==> src/mqttd_pkg.sv <==
`timescale 1ns / 1ps
package mqttd_pkg;

    localparam int LEN_W = 28;

    typedef enum logic [3:0] {
        PH_FIXHDR   = 4'd0,
        PH_REMLEN   = 4'd1,
        PH_STR_HI   = 4'd2,
        PH_STR_LO   = 4'd3,
        PH_STR_BYTE = 4'd4,
        PH_LEVEL    = 4'd5,
        PH_CFLAGS   = 4'd6,
        PH_KA_HI    = 4'd7,
        PH_KA_LO    = 4'd8,
        PH_PKT_HI   = 4'd9,
        PH_PKT_LO   = 4'd10,
        PH_PAYLOAD  = 4'd11,
        PH_QOS      = 4'd12,
        PH_RETCODE  = 4'd13,
        PH_SESSPRES = 4'd14,
        PH_OTHER    = 4'd15
    } t_phase;

    localparam logic [3:0] K_FIXHDR  = 4'd0;
    localparam logic [3:0] K_REMLEN  = 4'd1;
    localparam logic [3:0] K_STRLEN  = 4'd2;
    localparam logic [3:0] K_STRBYTE = 4'd3;
    localparam logic [3:0] K_LEVEL   = 4'd4;
    localparam logic [3:0] K_CFLAGS  = 4'd5;
    localparam logic [3:0] K_KA      = 4'd6;
    localparam logic [3:0] K_PKTID   = 4'd7;
    localparam logic [3:0] K_PAYLOAD = 4'd8;
    localparam logic [3:0] K_QOS     = 4'd9;
    localparam logic [3:0] K_RETCODE = 4'd10;
    localparam logic [3:0] K_SESS    = 4'd11;
    localparam logic [3:0] K_OTHER   = 4'd12;

    localparam logic [1:0] E_NONE    = 2'd0;
    localparam logic [1:0] E_GROUPS  = 2'd1;
    localparam logic [1:0] E_MAXLEN  = 2'd2;
    localparam logic [1:0] E_OVERRUN = 2'd3;

    typedef struct packed {
        logic [3:0]       packet_type;
        logic [3:0]       header_flags;
        logic [3:0]       field_kind;
        logic [7:0]       field_index;
        logic [7:0]       data_byte;
        logic [LEN_W-1:0] length_value;
        logic [15:0]      packet_id;
        logic             end_of_field;
        logic             end_of_packet;
        logic [1:0]       error_code;
    } t_result;

    localparam int RES_W = $bits(t_result);

endpackage

==> src/mqtt_packet_deframer_core.sv <==
// A byte's tagged result is formed combinationally and registered in the result queue.
// Throughput: one byte per cycle unless the queue is full; the parser steps per byte.
// A two-entry result queue lets input flow on while the output stalls, until full.
// Reset is synchronous and active low; it returns the parser to the fixed header
// and sets the length limit to its largest value.
`timescale 1ns / 1ps
module mqtt_packet_deframer_core #(
    parameter int MAX_LEN_BYTES = 4
) (
    input  logic         i_clk,
    input  logic         i_rst_n,
    input  logic         i_cfg_we,
    input  logic [27:0]  i_cfg_wdata,
    input  logic         s_axis_tvalid,
    output logic         s_axis_tready,
    input  logic [7:0]   s_axis_tdata,   // in_byte
    output logic         m_axis_tvalid,
    input  logic         m_axis_tready,
    // packet_type, header_flags, field_kind, field_index, data_byte, length_value,
    // packet_id, end_of_field, end_of_packet, error_code, zero fill
    output logic [79:0]  m_axis_tdata
);
    import mqttd_pkg::*;

    logic [LEN_W-1:0] r_max_len;
    t_result          w_res, w_q;
    logic             w_full, w_step;

    always_ff @(posedge i_clk) begin
        if (!i_rst_n) r_max_len <= {LEN_W{1'b1}};
        else if (i_cfg_we) r_max_len <= i_cfg_wdata;
    end

    assign s_axis_tready = ~w_full;
    assign w_step = s_axis_tvalid & ~w_full;

    mqttd_parser #(.MAX_LEN_BYTES(MAX_LEN_BYTES)) u_parser (
        .i_clk(i_clk), .i_rst_n(i_rst_n), .i_step(w_step), .i_byte(s_axis_tdata),
        .i_max_len(r_max_len), .o_res(w_res)
    );

    mqttd_queue u_queue (
        .i_clk(i_clk), .i_rst_n(i_rst_n), .i_wr(w_step), .i_data(w_res),
        .o_full(w_full), .o_valid(m_axis_tvalid),
        .i_rd(m_axis_tvalid & m_axis_tready), .o_data(w_q)
    );

    assign m_axis_tdata = {4'b0000, w_q.error_code, w_q.end_of_packet, w_q.end_of_field,
                           w_q.packet_id, w_q.length_value, w_q.data_byte,
                           w_q.field_index, w_q.field_kind, w_q.header_flags,
                           w_q.packet_type};

endmodule

==> src/mqttd_parser.sv <==
`timescale 1ns / 1ps
module mqttd_parser #(
    parameter int MAX_LEN_BYTES = 4
) (
    input  logic                     i_clk,
    input  logic                     i_rst_n,
    input  logic                     i_step,
    input  logic [7:0]               i_byte,
    input  logic [mqttd_pkg::LEN_W-1:0] i_max_len,
    output mqttd_pkg::t_result       o_res
);
    import mqttd_pkg::*;

    t_phase            r_phase, n_phase;
    logic [3:0]        r_type, n_type, r_flags, n_flags;
    logic [LEN_W-1:0]  r_rem, n_rem, r_left, n_left;
    logic [2:0]        r_grp, n_grp;
    logic [15:0]       r_slen, n_slen, r_sleft, n_sleft, r_pid, n_pid;
    logic [7:0]        r_idx, n_idx;
    logic [LEN_W-1:0]  w_grp_val;
    logic [LEN_W-1:0]  w_left_dec;
    logic [15:0]       w_sleft_dec;
    logic [7:0]        w_idx_inc;
    t_phase            w_after_str, w_after_pid, w_body;

    assign w_left_dec  = r_left - LEN_W'(1);
    assign w_sleft_dec = r_sleft - 16'd1;
    assign w_idx_inc   = (r_idx == 8'hFF) ? r_idx : r_idx + 8'd1;
    assign w_grp_val   = LEN_W'({21'd0, i_byte[6:0]}) << (7 * r_grp[1:0]);

    always_comb begin
        case (r_type)
            4'd1, 4'd3: w_body = PH_STR_HI;
            4'd2: w_body = PH_SESSPRES;
            4'd4, 4'd5, 4'd6, 4'd7, 4'd8, 4'd9, 4'd10, 4'd11: w_body = PH_PKT_HI;
            default: w_body = PH_OTHER;
        endcase
        case (r_type)
            4'd3: w_after_pid = PH_PAYLOAD;
            4'd8, 4'd10: w_after_pid = PH_STR_HI;
            4'd9: w_after_pid = PH_RETCODE;
            default: w_after_pid = PH_OTHER;
        endcase
        case (r_type)
            4'd1: w_after_str = (r_idx == 8'd0) ? PH_LEVEL :
                                (r_idx < 8'd5) ? PH_STR_HI : PH_OTHER;
            4'd3: w_after_str = (r_flags[2:1] != 2'd0) ? PH_PKT_HI : PH_PAYLOAD;
            4'd8: w_after_str = PH_QOS;
            4'd10: w_after_str = PH_STR_HI;
            default: w_after_str = PH_OTHER;
        endcase
    end

    always_comb begin
        logic       bump;
        logic [15:0] slo;
        bump = 1'b0;
        slo = {r_slen[15:8], i_byte};
        n_phase = r_phase; n_type = r_type; n_flags = r_flags; n_rem = r_rem;
        n_left = r_left; n_grp = r_grp; n_slen = r_slen; n_sleft = r_sleft;
        n_idx = r_idx; n_pid = r_pid;
        o_res.packet_type   = r_type;
        o_res.header_flags  = r_flags;
        o_res.field_kind    = K_OTHER;
        o_res.field_index   = r_idx;
        o_res.data_byte     = i_byte;
        o_res.length_value  = r_rem;
        o_res.packet_id     = r_pid;
        o_res.end_of_field  = 1'b0;
        o_res.end_of_packet = 1'b0;
        o_res.error_code    = E_NONE;
        case (r_phase)
            PH_FIXHDR: begin
                n_type = i_byte[7:4]; n_flags = i_byte[3:0];
                n_rem = '0; n_left = '0; n_grp = '0; n_slen = '0; n_sleft = '0;
                n_idx = '0; n_pid = '0;
                o_res.packet_type  = i_byte[7:4];
                o_res.header_flags = i_byte[3:0];
                o_res.field_kind   = K_FIXHDR;
                o_res.field_index  = 8'd0;
                o_res.length_value = '0;
                o_res.packet_id    = '0;
                o_res.end_of_field = 1'b1;
                n_phase = PH_REMLEN;
            end
            PH_REMLEN: begin
                n_rem = r_rem | w_grp_val;
                n_grp = r_grp + 3'd1;
                o_res.field_kind   = K_REMLEN;
                o_res.length_value = n_rem;
                if (i_byte[7]) begin
                    if (32'(n_grp) >= MAX_LEN_BYTES) begin
                        o_res.error_code = E_GROUPS;
                        n_phase = PH_FIXHDR;
                    end
                end else if (n_rem > i_max_len) begin
                    o_res.error_code = E_MAXLEN;
                    n_phase = PH_FIXHDR;
                end else begin
                    o_res.end_of_field = 1'b1;
                    n_left = n_rem;
                    if (n_rem == '0) begin
                        o_res.end_of_packet = 1'b1;
                        n_phase = PH_FIXHDR;
                    end else begin
                        n_phase = w_body;
                    end
                end
            end
            default: begin
                n_left = w_left_dec;
                case (r_phase)
                    PH_STR_HI: begin
                        o_res.field_kind = K_STRLEN;
                        n_slen = {i_byte, 8'd0};
                        o_res.length_value = LEN_W'(n_slen);
                        n_phase = PH_STR_LO;
                    end
                    PH_STR_LO: begin
                        o_res.field_kind = K_STRLEN;
                        n_slen = slo;
                        o_res.length_value = LEN_W'(slo);
                        if (LEN_W'(slo) > w_left_dec) begin
                            o_res.error_code = E_OVERRUN;
                            n_phase = PH_FIXHDR;
                        end else begin
                            o_res.end_of_field = 1'b1;
                            n_sleft = slo;
                            if (slo == 16'd0) begin
                                n_phase = w_after_str;
                                bump = (r_type == 4'd1) || (r_type == 4'd3) ||
                                       (r_type == 4'd10);
                            end else begin
                                n_phase = PH_STR_BYTE;
                            end
                        end
                    end
                    PH_STR_BYTE: begin
                        o_res.field_kind = K_STRBYTE;
                        o_res.length_value = LEN_W'(r_slen);
                        n_sleft = w_sleft_dec;
                        if (w_sleft_dec == 16'd0) begin
                            o_res.end_of_field = 1'b1;
                            n_phase = w_after_str;
                            bump = (r_type == 4'd1) || (r_type == 4'd3) ||
                                   (r_type == 4'd10);
                        end
                    end
                    PH_LEVEL: begin
                        o_res.field_kind = K_LEVEL; o_res.end_of_field = 1'b1;
                        n_phase = PH_CFLAGS;
                    end
                    PH_CFLAGS: begin
                        o_res.field_kind = K_CFLAGS; o_res.end_of_field = 1'b1;
                        n_phase = PH_KA_HI;
                    end
                    PH_KA_HI: begin
                        o_res.field_kind = K_KA; n_phase = PH_KA_LO;
                    end
                    PH_KA_LO: begin
                        o_res.field_kind = K_KA; o_res.end_of_field = 1'b1;
                        n_phase = PH_STR_HI;
                    end
                    PH_PKT_HI: begin
                        o_res.field_kind = K_PKTID; n_slen = {8'd0, i_byte};
                        n_phase = PH_PKT_LO;
                    end
                    PH_PKT_LO: begin
                        o_res.field_kind = K_PKTID; o_res.end_of_field = 1'b1;
                        n_pid = {r_slen[7:0], i_byte};
                        o_res.packet_id = n_pid;
                        n_phase = w_after_pid;
                    end
                    PH_PAYLOAD: o_res.field_kind = K_PAYLOAD;
                    PH_QOS: begin
                        o_res.field_kind = K_QOS; o_res.end_of_field = 1'b1;
                        bump = 1'b1; n_phase = PH_STR_HI;
                    end
                    PH_RETCODE: begin
                        o_res.field_kind = K_RETCODE; o_res.end_of_field = 1'b1;
                        bump = 1'b1;
                        n_phase = (r_type == 4'd9) ? PH_RETCODE : PH_OTHER;
                    end
                    PH_SESSPRES: begin
                        o_res.field_kind = K_SESS; o_res.end_of_field = 1'b1;
                        n_phase = PH_RETCODE;
                    end
                    default: begin
                        o_res.field_kind = K_OTHER; n_phase = PH_OTHER;
                    end
                endcase
                if (bump) n_idx = w_idx_inc;
                if (o_res.error_code == E_NONE && w_left_dec == '0) begin
                    o_res.end_of_packet = 1'b1;
                    if (o_res.field_kind == K_PAYLOAD || o_res.field_kind == K_OTHER)
                        o_res.end_of_field = 1'b1;
                    n_phase = PH_FIXHDR;
                end
            end
        endcase
    end

    always_ff @(posedge i_clk) begin
        if (!i_rst_n) begin
            r_phase <= PH_FIXHDR; r_type <= '0; r_flags <= '0; r_rem <= '0;
            r_left <= '0; r_grp <= '0; r_slen <= '0; r_sleft <= '0;
            r_idx <= '0; r_pid <= '0;
        end else if (i_step) begin
            r_phase <= n_phase; r_type <= n_type; r_flags <= n_flags; r_rem <= n_rem;
            r_left <= n_left; r_grp <= n_grp; r_slen <= n_slen; r_sleft <= n_sleft;
            r_idx <= n_idx; r_pid <= n_pid;
        end
    end

endmodule

==> src/mqttd_queue.sv <==
`timescale 1ns / 1ps
module mqttd_queue (
    input  logic               i_clk,
    input  logic               i_rst_n,
    input  logic               i_wr,
    input  mqttd_pkg::t_result i_data,
    output logic               o_full,
    output logic               o_valid,
    input  logic               i_rd,
    output mqttd_pkg::t_result o_data
);
    import mqttd_pkg::*;

    t_result    r_mem [2];
    logic       r_wp, r_rp;
    logic [1:0] r_cnt;

    assign o_full  = (r_cnt == 2'd2);
    assign o_valid = (r_cnt != 2'd0);
    assign o_data  = r_mem[r_rp];

    always_ff @(posedge i_clk) begin
        if (i_wr) r_mem[r_wp] <= i_data;
    end

    always_ff @(posedge i_clk) begin
        if (!i_rst_n) begin
            r_wp <= 1'b0; r_rp <= 1'b0; r_cnt <= '0;
        end else begin
            if (i_wr) r_wp <= ~r_wp;
            if (i_rd) r_rp <= ~r_rp;
            r_cnt <= r_cnt + {1'b0, i_wr} - {1'b0, i_rd};
        end
    end

endmodule

==> config.mk <==
export PLATFORM = sky130hd
export DESIGN_NAME = mqtt_packet_deframer_core
export DESIGN_NICKNAME = d
export VERILOG_FILES = /design/src/mqttd_pkg.sv /design/src/mqtt_packet_deframer_core.sv /design/src/mqttd_parser.sv /design/src/mqttd_queue.sv
export SDC_FILE = /design/constraint.sdc
export NUM_CORES = 1
export LEC_CHECK = 0
export BUFFER_PORTS_ARGS = -buffer_cell sky130_fd_sc_hd__buf_2
export CAP_MARGIN = 10
export CORE_MARGIN = 2
export CORE_UTILIZATION = 55
export DETAILED_ROUTE_END_ITERATION = 6
export PLACE_DENSITY_LB_ADDON = 0.15
export REMOVE_ABC_BUFFERS = 1
export SLEW_MARGIN = 20
export SYNTH_ARGS = -nofsm -noshare
export SYNTH_HDL_FRONTEND = slang
export SYNTH_SLANG_ARGS = --single-unit
==> constraint.sdc <==
create_clock -name i_clk -period 6 [get_ports i_clk]
set_input_delay 0.6 -clock i_clk [delete_from_list [all_inputs] [get_ports i_clk]]
set_output_delay 0.6 -clock i_clk [all_outputs]
set_load 0.02 [all_outputs]
==> results.cfg, run 1 <==
[synthesis]
synth_edf_count = 152
async_flop_share = 0
ys_ff_latch = 316
syn_area_sq_um = 16400
ys_top_cells_by_area = edfxtp_1 (28%), dfxtp_1 (20%), nand2_1 (5.7%)
yosysSeqAreaShare = 0.480
ys_warn_count = 0
netlist-cell-type-count = 77
synth_top_area_frac = 0.279
yosysTopAreaCell = edfxtp_1
synthFlopType = dfxtp_1
syn_area_per_cell_sq_um = 9.24
netlist_instances = 1770

[floorplanning]
start_util = 0.555
rows = 63
die_area_sq_um = 31100
core-area_sq_um = 29500
die_w_um = 176
die_y_um = 176
pin_count = 123

[detailed_routing]
drt-total-wl_um = 47500
ant_nets = 0
avgViaCountPerCell = 6.27
drt_iter0_markers = 1580
wl_per_cell_um = 21.1
drt_drc_violations_left = 0
via_count = 14097
dr.pass1.iters = 6

[worst_setup_path]
cpPeakStageDelay_ps = 630
crit_arrival_ps = 5320
cp_cell_sequence = inv_1, ha_1, nor3b_2, nand2_1, or3_1, nor4_1, xnor2_1, ha_1, a21oi_1, o21ai_0, nor2_1, a31oi_1, and3b_1, nand3_1, nand4_1, a21oi_1
reg2reg_slack_ps = 1030
r2r_end = u_parser.r_sleft[5]$_SDFFE_PN0P_
r2r-start = u_parser.r_left[0]$_SDFFE_PN0P_
required_ps = 6360
cp_max_fo = 18
startpoint_type = flop
crit_type = flop to flop
reg2regPathDepth = 16
endpoint_kind = flop
critPathSlowestCell = nand3_1

[power_and_ir_drop]
swShare = 0.433
share_seq_of_total_power = 0.314
p_switching_w = 0.00417
ir_drop_mv = 0.347
clkPwrFrac = 0.222
pwr-share-comb = 0.464
p_int_w = 0.00547
leakagePower_nw = 7.28
powerDensity_nw_per_um2 = 525

[timing]
rsz0062_at_grt = no
setup_violations = 0
relSlewSlack = 0.265
finalHoldViolCount = 0
skew_ps = 27.4
max_clock_freq_mhz = 201
fin_hold_ws_ps = 272
worstMarginPinSlew_ps = 1090
min_period_over_period = 0.828
slew_violations = 0
finalCriticalPeriod_ps = 4970

[cells_and_area]
drive_above_1_share = 0.159
num-nets-final = 1928
layout_commonest_cell = nand2_1
area_delta_synth_final_pct = 12.2
final_area_sq_um = 18400
n_antenna_cell = 0
most-common-layout-cells = nand2_1 (249), dfxtp_1 (163), edfxtp_1 (152)

[clocking]
ctsHoldBuffers = 0
htree_levels = 2
clk_pin_slew_ps = 60
clk_latency_ps = 540
cts_root_buffer = clkbuf_16
cts_tree = yes
cts_buffer_depth = 3
post-cts-setup-buffer-count = 0
cts_resized = 0
cts_buffers = 35
cts_sinks = 316

[hold_path]
hold_start = i_cfg_wdata[22]
min_to = r_max_len[22]$_SDFFE_PN1P_
worstHoldPathType = input port to flop
whs_path_depth = 3

[global_routing]
gr-total-overflow = 0
grt_max_degree = 85
grt_pass1_wl_um = 73300
grt_pass1_vias = 13086
antenna_found_initial = 1
track_usage = 0.302

[place]
gp_congestion = 0.933
portBuffers = 118
hpwl_um = 32200
placed_area_sq_um = 17200

[outcome]
status = finished, final reports clean

[job]
maxCapViolations = 0
## state kept, by name (all words and copies together), names as in the netlist, 8 cells and up, named ones only
signal	cells
r_max_len	28
u_parser.r_left	28
u_parser.r_idx	8
u_parser.r_sleft	16
u_parser.r_slen	16
u_parser.r_rem	28
u_queue.r_mem	152
u_parser.r_pid	16
## cells by family after synthesis
logic type | synth area share
simple gates | 0.175
compound gates | 0.180
flops | 0.480
buf+inv | 0.0458
mux | 0.0604
fa+ha+maj | 0.0421
xor+xnor | 0.0166
other cells | 0.000229
## worst max-delay path by stage
stage,from,to,slack [ps],depth (start not counted)
finish,u_parser.r_left[0]$_SDFFE_PN0P_,u_parser.r_sleft[5]$_SDFFE_PN0P_,1030,16
global route,u_parser.r_left[0]$_SDFFE_PN0P_,u_parser.r_sleft[5]$_SDFFE_PN0P_,710,16
CTS,u_parser.r_left[0]$_SDFFE_PN0P_,u_parser.r_sleft[5]$_SDFFE_PN0P_,1170,16
detailed placement,u_parser.r_left[0]$_SDFFE_PN0P_,u_parser.r_sleft[5]$_SDFFE_PN0P_,1240,16
global placement,u_parser.r_left[0]$_SDFFE_PN0P_,u_parser.r_sleft[0]$_SDFFE_PN0P_,1340,16
floorplan,u_parser.r_phase[3]$_SDFFE_PN0P_,u_parser.w_body[0]$_SDFF_PP1_,-1950,7
## synth_stat cells, types with 26 or more instances
master	count
nor2_1	145
o21ai_0	96
nor3_1	41
nand4_1	35
o21ai_1	26
nand3_1	29
nand2_1	249
clkbuf_1	111
ha_1	55
o211ai_1	39
mux2_2	77
inv_1	64
edfxtp_1	152
dfxtp_1	164
a21oi_1	141
## power by group through the flow
stage / combinational, W / sequential (W) / clock, W
3_3_place_gp: 0.00437 / 0.00305 / 0
4_1_cts: 0.00441 / 0.00302 / 0.00217
5_1_grt: 0.00486 / 0.00307 / 0.00225
3_5_place_dp: 0.00438 / 0.00306 / 0
6_report: 0.00448 / 0.00302 / 0.00214
2_1_floorplan: 0.00297 / 0.00302 / 0
## critical path, delay by kind of cell (launching register included)
| kind | cells | cell delay, ps |
|---|---|---|
| adder cells (fa/ha/maj) | 2 | 520 |
| flip-flops | 1 | 410 |
| buffers and inverters | 1 | 150 |
| AND/OR/NAND/NOR | 8 | 2740 |
| AO/OA/AOI/OAI | 4 | 750 |
| XOR/XNOR | 1 | 220 |
## layout make-up
type	count	area [sq um]
inverters	68	255
flip-flops and latches	316	7850
multi-input cells	1263	7790
well taps	390	488
clock buffers	50	962
clock inverters	14	190
fillers	2537	11100
repair buffers	148	816
## per-layer routing
| metal | global-route usage | vias to the layer above | wire (um) |
|---|---|---|---|
| met5 | 0 | - | 12 |
| met4 | 0.107 | 2 | 1720 |
| met3 | 0.0612 | 118 | 4200 |
| met2 | 0.478 | 685 | 21300 |
| met1 | 0.413 | 6711 | 20300 |
| li1 | - | 6581 | - |
## through the flow
stage,worst slack [ps],utilization,std cells,TNS [ps],total power [W]
after floorplan,-1950,-,1647,-128090,0.00599
after global placement,1340,0.583,2185,0,0.00741
after detailed placement,1240,0.584,2185,0,0.00745
after CTS,1170,0.623,2249,0,0.00959
after global routing,712,0.623,2249,0,0.0102
final,1030,0.623,2249,0,0.00964
Note: power is estimated with default switching activity, not from simulation.
==> inputs of run 2 (changes only) <==
--- a/config.mk
+++ b/config.mk
@@ -5,6 +5,7 @@
 export SDC_FILE = /design/constraint.sdc
 export NUM_CORES = 1
 export LEC_CHECK = 0
+export ABC_AREA = 1
 export BUFFER_PORTS_ARGS = -buffer_cell sky130_fd_sc_hd__buf_2
 export CAP_MARGIN = 10
 export CORE_MARGIN = 2
==> constraint.sdc (replaced) <==
create_clock -name i_clk -period 4.16 [get_ports i_clk]
set_input_delay 0.416 -clock i_clk [delete_from_list [all_inputs] [get_ports i_clk]]
set_output_delay 0.416 -clock i_clk [all_outputs]
set_load 0.02 [all_outputs]
==> run 2 against run 1 <==
  * Clock skew fell by 12 ps
  * Largest power group unchanged
  * Highest routed layer is now met4
  * Cell count rose by 4.8%
  * Utilization rose by 1.2 points
  * Largest cell class unchanged
  * Critical endpoint is now u_queue.r_mem[1][3]$_DFFE_PP_
  * Critical path type unchanged
  * Sequential share of layout area barely moved
  * Global-route usage fell by 0.86 points
  * Routed wire length fell by 4.3%
==> results.cfg, run 2 <==
[timing]
relSlewSlack = 0.304
worstMarginPinSlew_ps = 1040
slew_violations = 0
setup_violations = 0
skew_ps = 15.7
finalCriticalPeriod_ps = 3550
min_period_over_period = 0.854
fin_hold_ws_ps = 109
rsz0062_at_grt = no
max_clock_freq_mhz = 282
finalHoldViolCount = 0
finalWorstSetupSlack_ps = 609

[synthesis]
ys_top_cells_by_count = nand2_1 (302), o21ai_0 (179), a21oi_1 (171), inv_1 (171), dfxtp_1 (164)
synth_top_area_frac = 0.281
synth.most_common_cell = nand2_1
netlist_instances = 1849
yosysTopAreaCell = edfxtp_1
ys_ff_latch = 316
synth_edf_count = 152
async_flop_share = 0
syn_area_per_cell_sq_um = 8.79
ys_warn_count = 0
synthFlopType = dfxtp_1
ys_top_cells_by_area = edfxtp_1 (28%), dfxtp_1 (20%), nand2_1 (7.0%)
netlist-cell-type-count = 55
syn_area_sq_um = 16300
yosysSeqAreaShare = 0.483

[global_routing]
grt_max_degree = 77
use_met3 = 0.0496
antenna_found_initial = 0
top_usage_layer = met2
met2_usage = 0.453
grt_pass1_vias = 12977
use_met1 = 0.419
gr-total-overflow = 0
grt_pass1_wl_um = 70800
track_usage = 0.293

[worst_setup_path]
crit_arrival_ps = 3790
startpoint_type = flop
cp_max_fo = 5
crit_type = flop to flop
required_ps = 4390
endpoint_kind = flop

[floorplanning]
core-area_sq_um = 28900
die_w_um = 176
die_y_um = 176
pin_count = 123
start_util = 0.562
rows = 62
die_area_sq_um = 30900

[clocking]
cts_buffer_depth = 3
cts_buffers = 35
post-cts-setup-buffer-count = 0
cts_root_buffer = clkbuf_16
cts_sinks = 316
clk_pin_slew_ps = 60
cts_tree = yes
ctsHoldBuffers = 0
clk_latency_ps = 530
htree_levels = 2
cts_resized = 0

[detailed_routing]
wl_per_cell_um = 19.3
dr.pass1.iters = 6
ant_nets = 0
drt_drc_violations_left = 0
drt_iter0_markers = 1669
drt-total-wl_um = 45500
avgViaCountPerCell = 5.87
via_count = 13844

[place]
hpwl_um = 32000
placed_area_sq_um = 17200
place_inst = 2292
portBuffers = 118
gp_congestion = 0.974
place_ws_ps = 673

[cells_and_area]
drive_above_1_share = 0.181
n_antenna_cell = 0
most-common-layout-cells = nand2_1 (302), o21ai_0 (179), a21oi_1 (171)
final_cells = 2357
area_delta_synth_final_pct = 13.0
num-nets-final = 2042
final_area_sq_um = 18400
layout_commonest_cell = nand2_1
regMostFlops = u_queue.r_mem
largest_reg_flops = 152
final_util = 0.635

[power_and_ir_drop]
leakagePower_nw = 7.43
powerDensity_nw_per_um2 = 837
ir_drop_mv = 0.461

[job]
maxCapViolations = 0

[outcome]
status = finished, final reports clean

[hold_path]
worstHoldPathType = input port to flop
run 2: cell count changes after synthesis, sizes merged, moves of 28 or more:
cell    previous run  this run
nor2             145       173
inv               65       183
nand3             29        64
a21oi            141       179
clkbuf           111        60
nand2            249       320
o21ai            122       191
run 2: layer usage:
layer	vias up	part of all wire
met1	6528	0.44
li1	6577	-
met3	109	0.087
met4	0	0.032
met2	630	0.44
met5	-	0
run 2: kinds of logic (layout without fill, tap and decap cells):
group | after synthesis | after routing | share of synthesized area
and+or+nand+nor | 611 | 611 | 0.168
buffers and inverters | 275 | 396 | 0.0661
DFF | 316 | 316 | 0.483
xor gates and xnor gates | 36 | 36 | 0.0199
AOI/OAI and AO/OA | 479 | 479 | 0.168
adders and majority gates | 55 | 55 | 0.0423
other | 1 | 4 | 0.000231
muxes | 76 | 76 | 0.0527
run 2: path summary, 6_finish.rpt:
| kind | startpoint | end | slack (ps) | cells past startpoint |
|---|---|---|---|---|
| worst max-delay path | u_parser.r_left[0]$_SDFFE_PN0P_ | u_queue.r_mem[1][3]$_DFFE_PP_ | 610 | 18 |
| worst min-delay path | i_cfg_wdata[24] | r_max_len[24]$_SDFFE_PN1P_ | 110 | 3 |
| worst max register to register | u_parser.r_left[0]$_SDFFE_PN0P_ | u_queue.r_mem[1][3]$_DFFE_PP_ | 610 | 18 |
| worst min register to register | u_queue.r_rp$_SDFFE_PN0P_ | flop | 440 | 1 |
run 2: layout make-up:
class | instances | area [sq um]
fillers | 2477 | 10600
well taps | 384 | 480
inverters | 189 | 712
clock inverters | 21 | 255
repair buffers | 143 | 791
clock buffers | 43 | 906
flip-flops and latches | 316 | 7850
multi-input cells | 1261 | 7380
run 2: metrics by stage:
step	power (W)	TNS (ps)
2_1_floorplan	0.00981	-87280
3_3_place_gp	0.0119	0
3_5_place_dp	0.0121	0
4_1_cts	0.0152	0
5_1_grt	0.0163	0
6_report	0.0154	0
run 2: power breakdown:
part / internal (W) / switching, W
Sequential: 0.00422 / 0.000582
Clock: 0.00188 / 0.00129
Combinational: 0.00231 / 0.00509
Total: 0.00841 / 0.00696
run 2: critical path, cell delays in order, from the launching register on:
cell     delay, ps
dfxtp_1        330
inv_1          130
ha_1           270
nand3_4        160
nor2_2         250
xor2_1         270
inv_1          100
ha_1           310
nand4_1        130
nor2_1         130
nand2_1         70
nand3_1         70
a21oi_1         60
nor2_1         270
nand4_4        230
nand2_1        160
nor2_1          50
o21ai_0        160
nand3_1        110
==> inputs of run 3 (changes only) <==
--- a/config.mk
+++ b/config.mk
@@ -7,9 +7,10 @@
 export LEC_CHECK = 0
 export ABC_AREA = 1
 export BUFFER_PORTS_ARGS = -buffer_cell sky130_fd_sc_hd__buf_2
-export CAP_MARGIN = 10
+export CAP_MARGIN = 20
 export CORE_MARGIN = 2
 export CORE_UTILIZATION = 55
+export CTS_CLUSTER_SIZE = 25
 export DETAILED_ROUTE_END_ITERATION = 6
 export PLACE_DENSITY_LB_ADDON = 0.15
 export REMOVE_ABC_BUFFERS = 1
==> constraint.sdc (replaced) <==
create_clock -name i_clk -period 3.79 [get_ports i_clk]
set_input_delay 0.379 -clock i_clk [delete_from_list [all_inputs] [get_ports i_clk]]
set_output_delay 0.379 -clock i_clk [all_outputs]
set_load 0.02 [all_outputs]
==> run 3 against run 2 <==
  * Maximum frequency up 4.1%
  * Non-clock buffer count up 14
  * Critical path depth unchanged
  * Sequential share of layout area about the same
  * Sequential power up 8.8%
  * Utilization up 0.052 points
  * Power up 7.9%
  * Clock-buffer cell count up 6
  * First-iteration DRC count down 17%
  * Final area about the same
  * Die area unchanged
  * Highest routed layer unchanged
==> results.cfg, run 3 (synthesis results as in run 2) <==
[worst_setup_path]
r2r_end = u_queue.r_mem[1][3]$_DFFE_PP_
crit_buf_inv = 2
reg2regPathDepth = 18
cpPeakStageDelay_ps = 330
reg2reg_slack_ps = 380
crit_type = flop to flop
cp_max_fo = 5
cp_common_cell = nor2_1
endpoint_kind = flop
crit_arrival_ps = 3650
required_ps = 4030
startpoint_type = flop
crit_family = simple AND/OR/NAND/NOR gates
r2r-start = u_parser.r_left[0]$_SDFFE_PN0P_
critPathSlowestCell = dfxtp_1
cp_cell_sequence = inv_1, ha_1, nand3_4, nor2_2, xor2_1, inv_1, ha_1, nand4_1, nor2_1, nand2_1, nand3_1, a21oi_1, nor2_1, nand4_4, nand2_1, nor2_1, o21ai_0, nand3_1

[detailed_routing]
drt_drc_violations_left = 0
dr.pass1.iters = 6
drt-total-wl_um = 45200
avgViaCountPerCell = 5.82
drt_iter0_markers = 1379
ant_nets = 0
via_count = 13799
wl_per_cell_um = 19.1

[cells_and_area]
area_delta_synth_final_pct = 13.1
n_antenna_cell = 0
most-common-layout-cells = nand2_1 (302), o21ai_0 (179), a21oi_1 (171)
regMostFlops = u_queue.r_mem
drive_above_1_share = 0.185
layout_commonest_cell = nand2_1
fillers = 2477
largest_reg_flops = 152
final_area_sq_um = 18400
num-nets-final = 2055

[clocking]
htree_levels = 2
clk_pin_slew_ps = 70
cts_resized = 0
post-cts-setup-buffer-count = 0
cts_root_buffer = clkbuf_16
cts_buffers = 34
cts_sinks = 316
ctsHoldBuffers = 0
cts_tree = yes
cts_buffer_depth = 3
clk_latency_ps = 530

[global_routing]
grt_pass1_vias = 12556
grt_max_degree = 77
grt_pass1_wl_um = 69600
antenna_found_initial = 0
track_usage = 0.289
gr-total-overflow = 0

[place]
hpwl_um = 32500
placed_area_sq_um = 17300
gp_congestion = 0.961
place_ws_ps = 440
portBuffers = 118

[floorplanning]
core-area_sq_um = 28900
die_w_um = 176
pin_count = 123
start_util = 0.562
die_y_um = 176
rows = 62
die_area_sq_um = 30900

[timing]
finalWorstSetupSlack_ps = 380
skew_ps = 14.9
rsz0062_at_grt = no
setup_violations = 0
slew_violations = 0
min_period_over_period = 0.900
relSlewSlack = 0.419
finalHoldViolCount = 0
finalCriticalPeriod_ps = 3410
worstMarginPinSlew_ps = 870
max_clock_freq_mhz = 293
fin_hold_ws_ps = 71.2

[hold_path]
min_to = r_max_len[23]$_SDFFE_PN1P_
hold_start = i_cfg_wdata[23]
whs_path_depth = 3
worstHoldPathType = input port to flop

[job]
maxCapViolations = 0

[power_and_ir_drop]
powerDensity_nw_per_um2 = 902
leakagePower_nw = 7.46
ir_drop_mv = 0.549
report.power.total_w = 0.0166

[outcome]
status = finished, final reports clean
run 3: changes by cell type in the layout (fill, tap and decap cells not counted), moves of 2 or more:
cell / change
bufinv_16: -4
clkbuf_8: +4
buf_4: +15
clkinv_8: +2
clkbuf_1: +3
clkinv_4: -3
inv_6: -4
run 3: worst max-delay path by stage:
| stage | start | slack [ps] | end | depth (start not counted) |
|---|---|---|---|---|
| after floorplan | u_queue.r_cnt[0]$_SDFF_PN0_ | -960 | u_queue.r_mem[1][0]$_DFFE_PP_ | 4 |
| after global placement | u_parser.r_left[0]$_SDFFE_PN0P_ | 500 | u_queue.r_mem[0][3]$_DFFE_PP_ | 19 |
| after detailed placement | u_parser.r_left[0]$_SDFFE_PN0P_ | 440 | u_queue.r_mem[0][3]$_DFFE_PP_ | 18 |
| after CTS | u_parser.r_left[0]$_SDFFE_PN0P_ | 400 | u_queue.r_mem[1][3]$_DFFE_PP_ | 18 |
| after global routing | u_parser.r_left[0]$_SDFFE_PN0P_ | 20 | u_queue.r_mem[1][3]$_DFFE_PP_ | 18 |
| final | u_parser.r_left[0]$_SDFFE_PN0P_ | 380 | u_queue.r_mem[1][3]$_DFFE_PP_ | 18 |
run 3: per-stage QoR:
stage | TNS, ps | instances | util
floorplan | -153460 | 1766 | -
global placement | 0 | 2307 | 0.598
detailed placement | 0 | 2307 | 0.598
CTS | 0 | 2369 | 0.635
global route | 0 | 2369 | 0.635
finish | 0 | 2369 | 0.635
run 3: per-layer routing:
| layer | track usage | part of all wire | vias up |
|---|---|---|---|
| met5 | 0 | 0 | - |
| met4 | 0.0906 | 0.028 | 0 |
| met3 | 0.0468 | 0.085 | 98 |
| met2 | 0.441 | 0.44 | 588 |
| met1 | 0.422 | 0.45 | 6507 |
| li1 | - | - | 6606 |
run 3: where the power goes:
group | internal (W) | switching, W
Clock | 0.00183 | 0.00138
Combinational | 0.00258 | 0.00558
Sequential | 0.00463 | 0.000588
Total | 0.00904 | 0.00755
run 3: layout make-up:
cell class / count / area (sq um) / share of cell area
inverter: 189 / 712 / 0.0387
clock inverter: 13 / 136 / 0.00742
multi-input combinational: 1261 / 7380 / 0.401
sequential: 316 / 7850 / 0.427
timing repair buffer: 157 / 883 / 0.0480
clock buffer: 49 / 947 / 0.0515
tap: 384 / 480 / 0.0261
run 3: tightest hold or removal path, cell delays in order:
cell and delay, ps:
buf_2 70, a21oi_1 50, o21ai_0 60
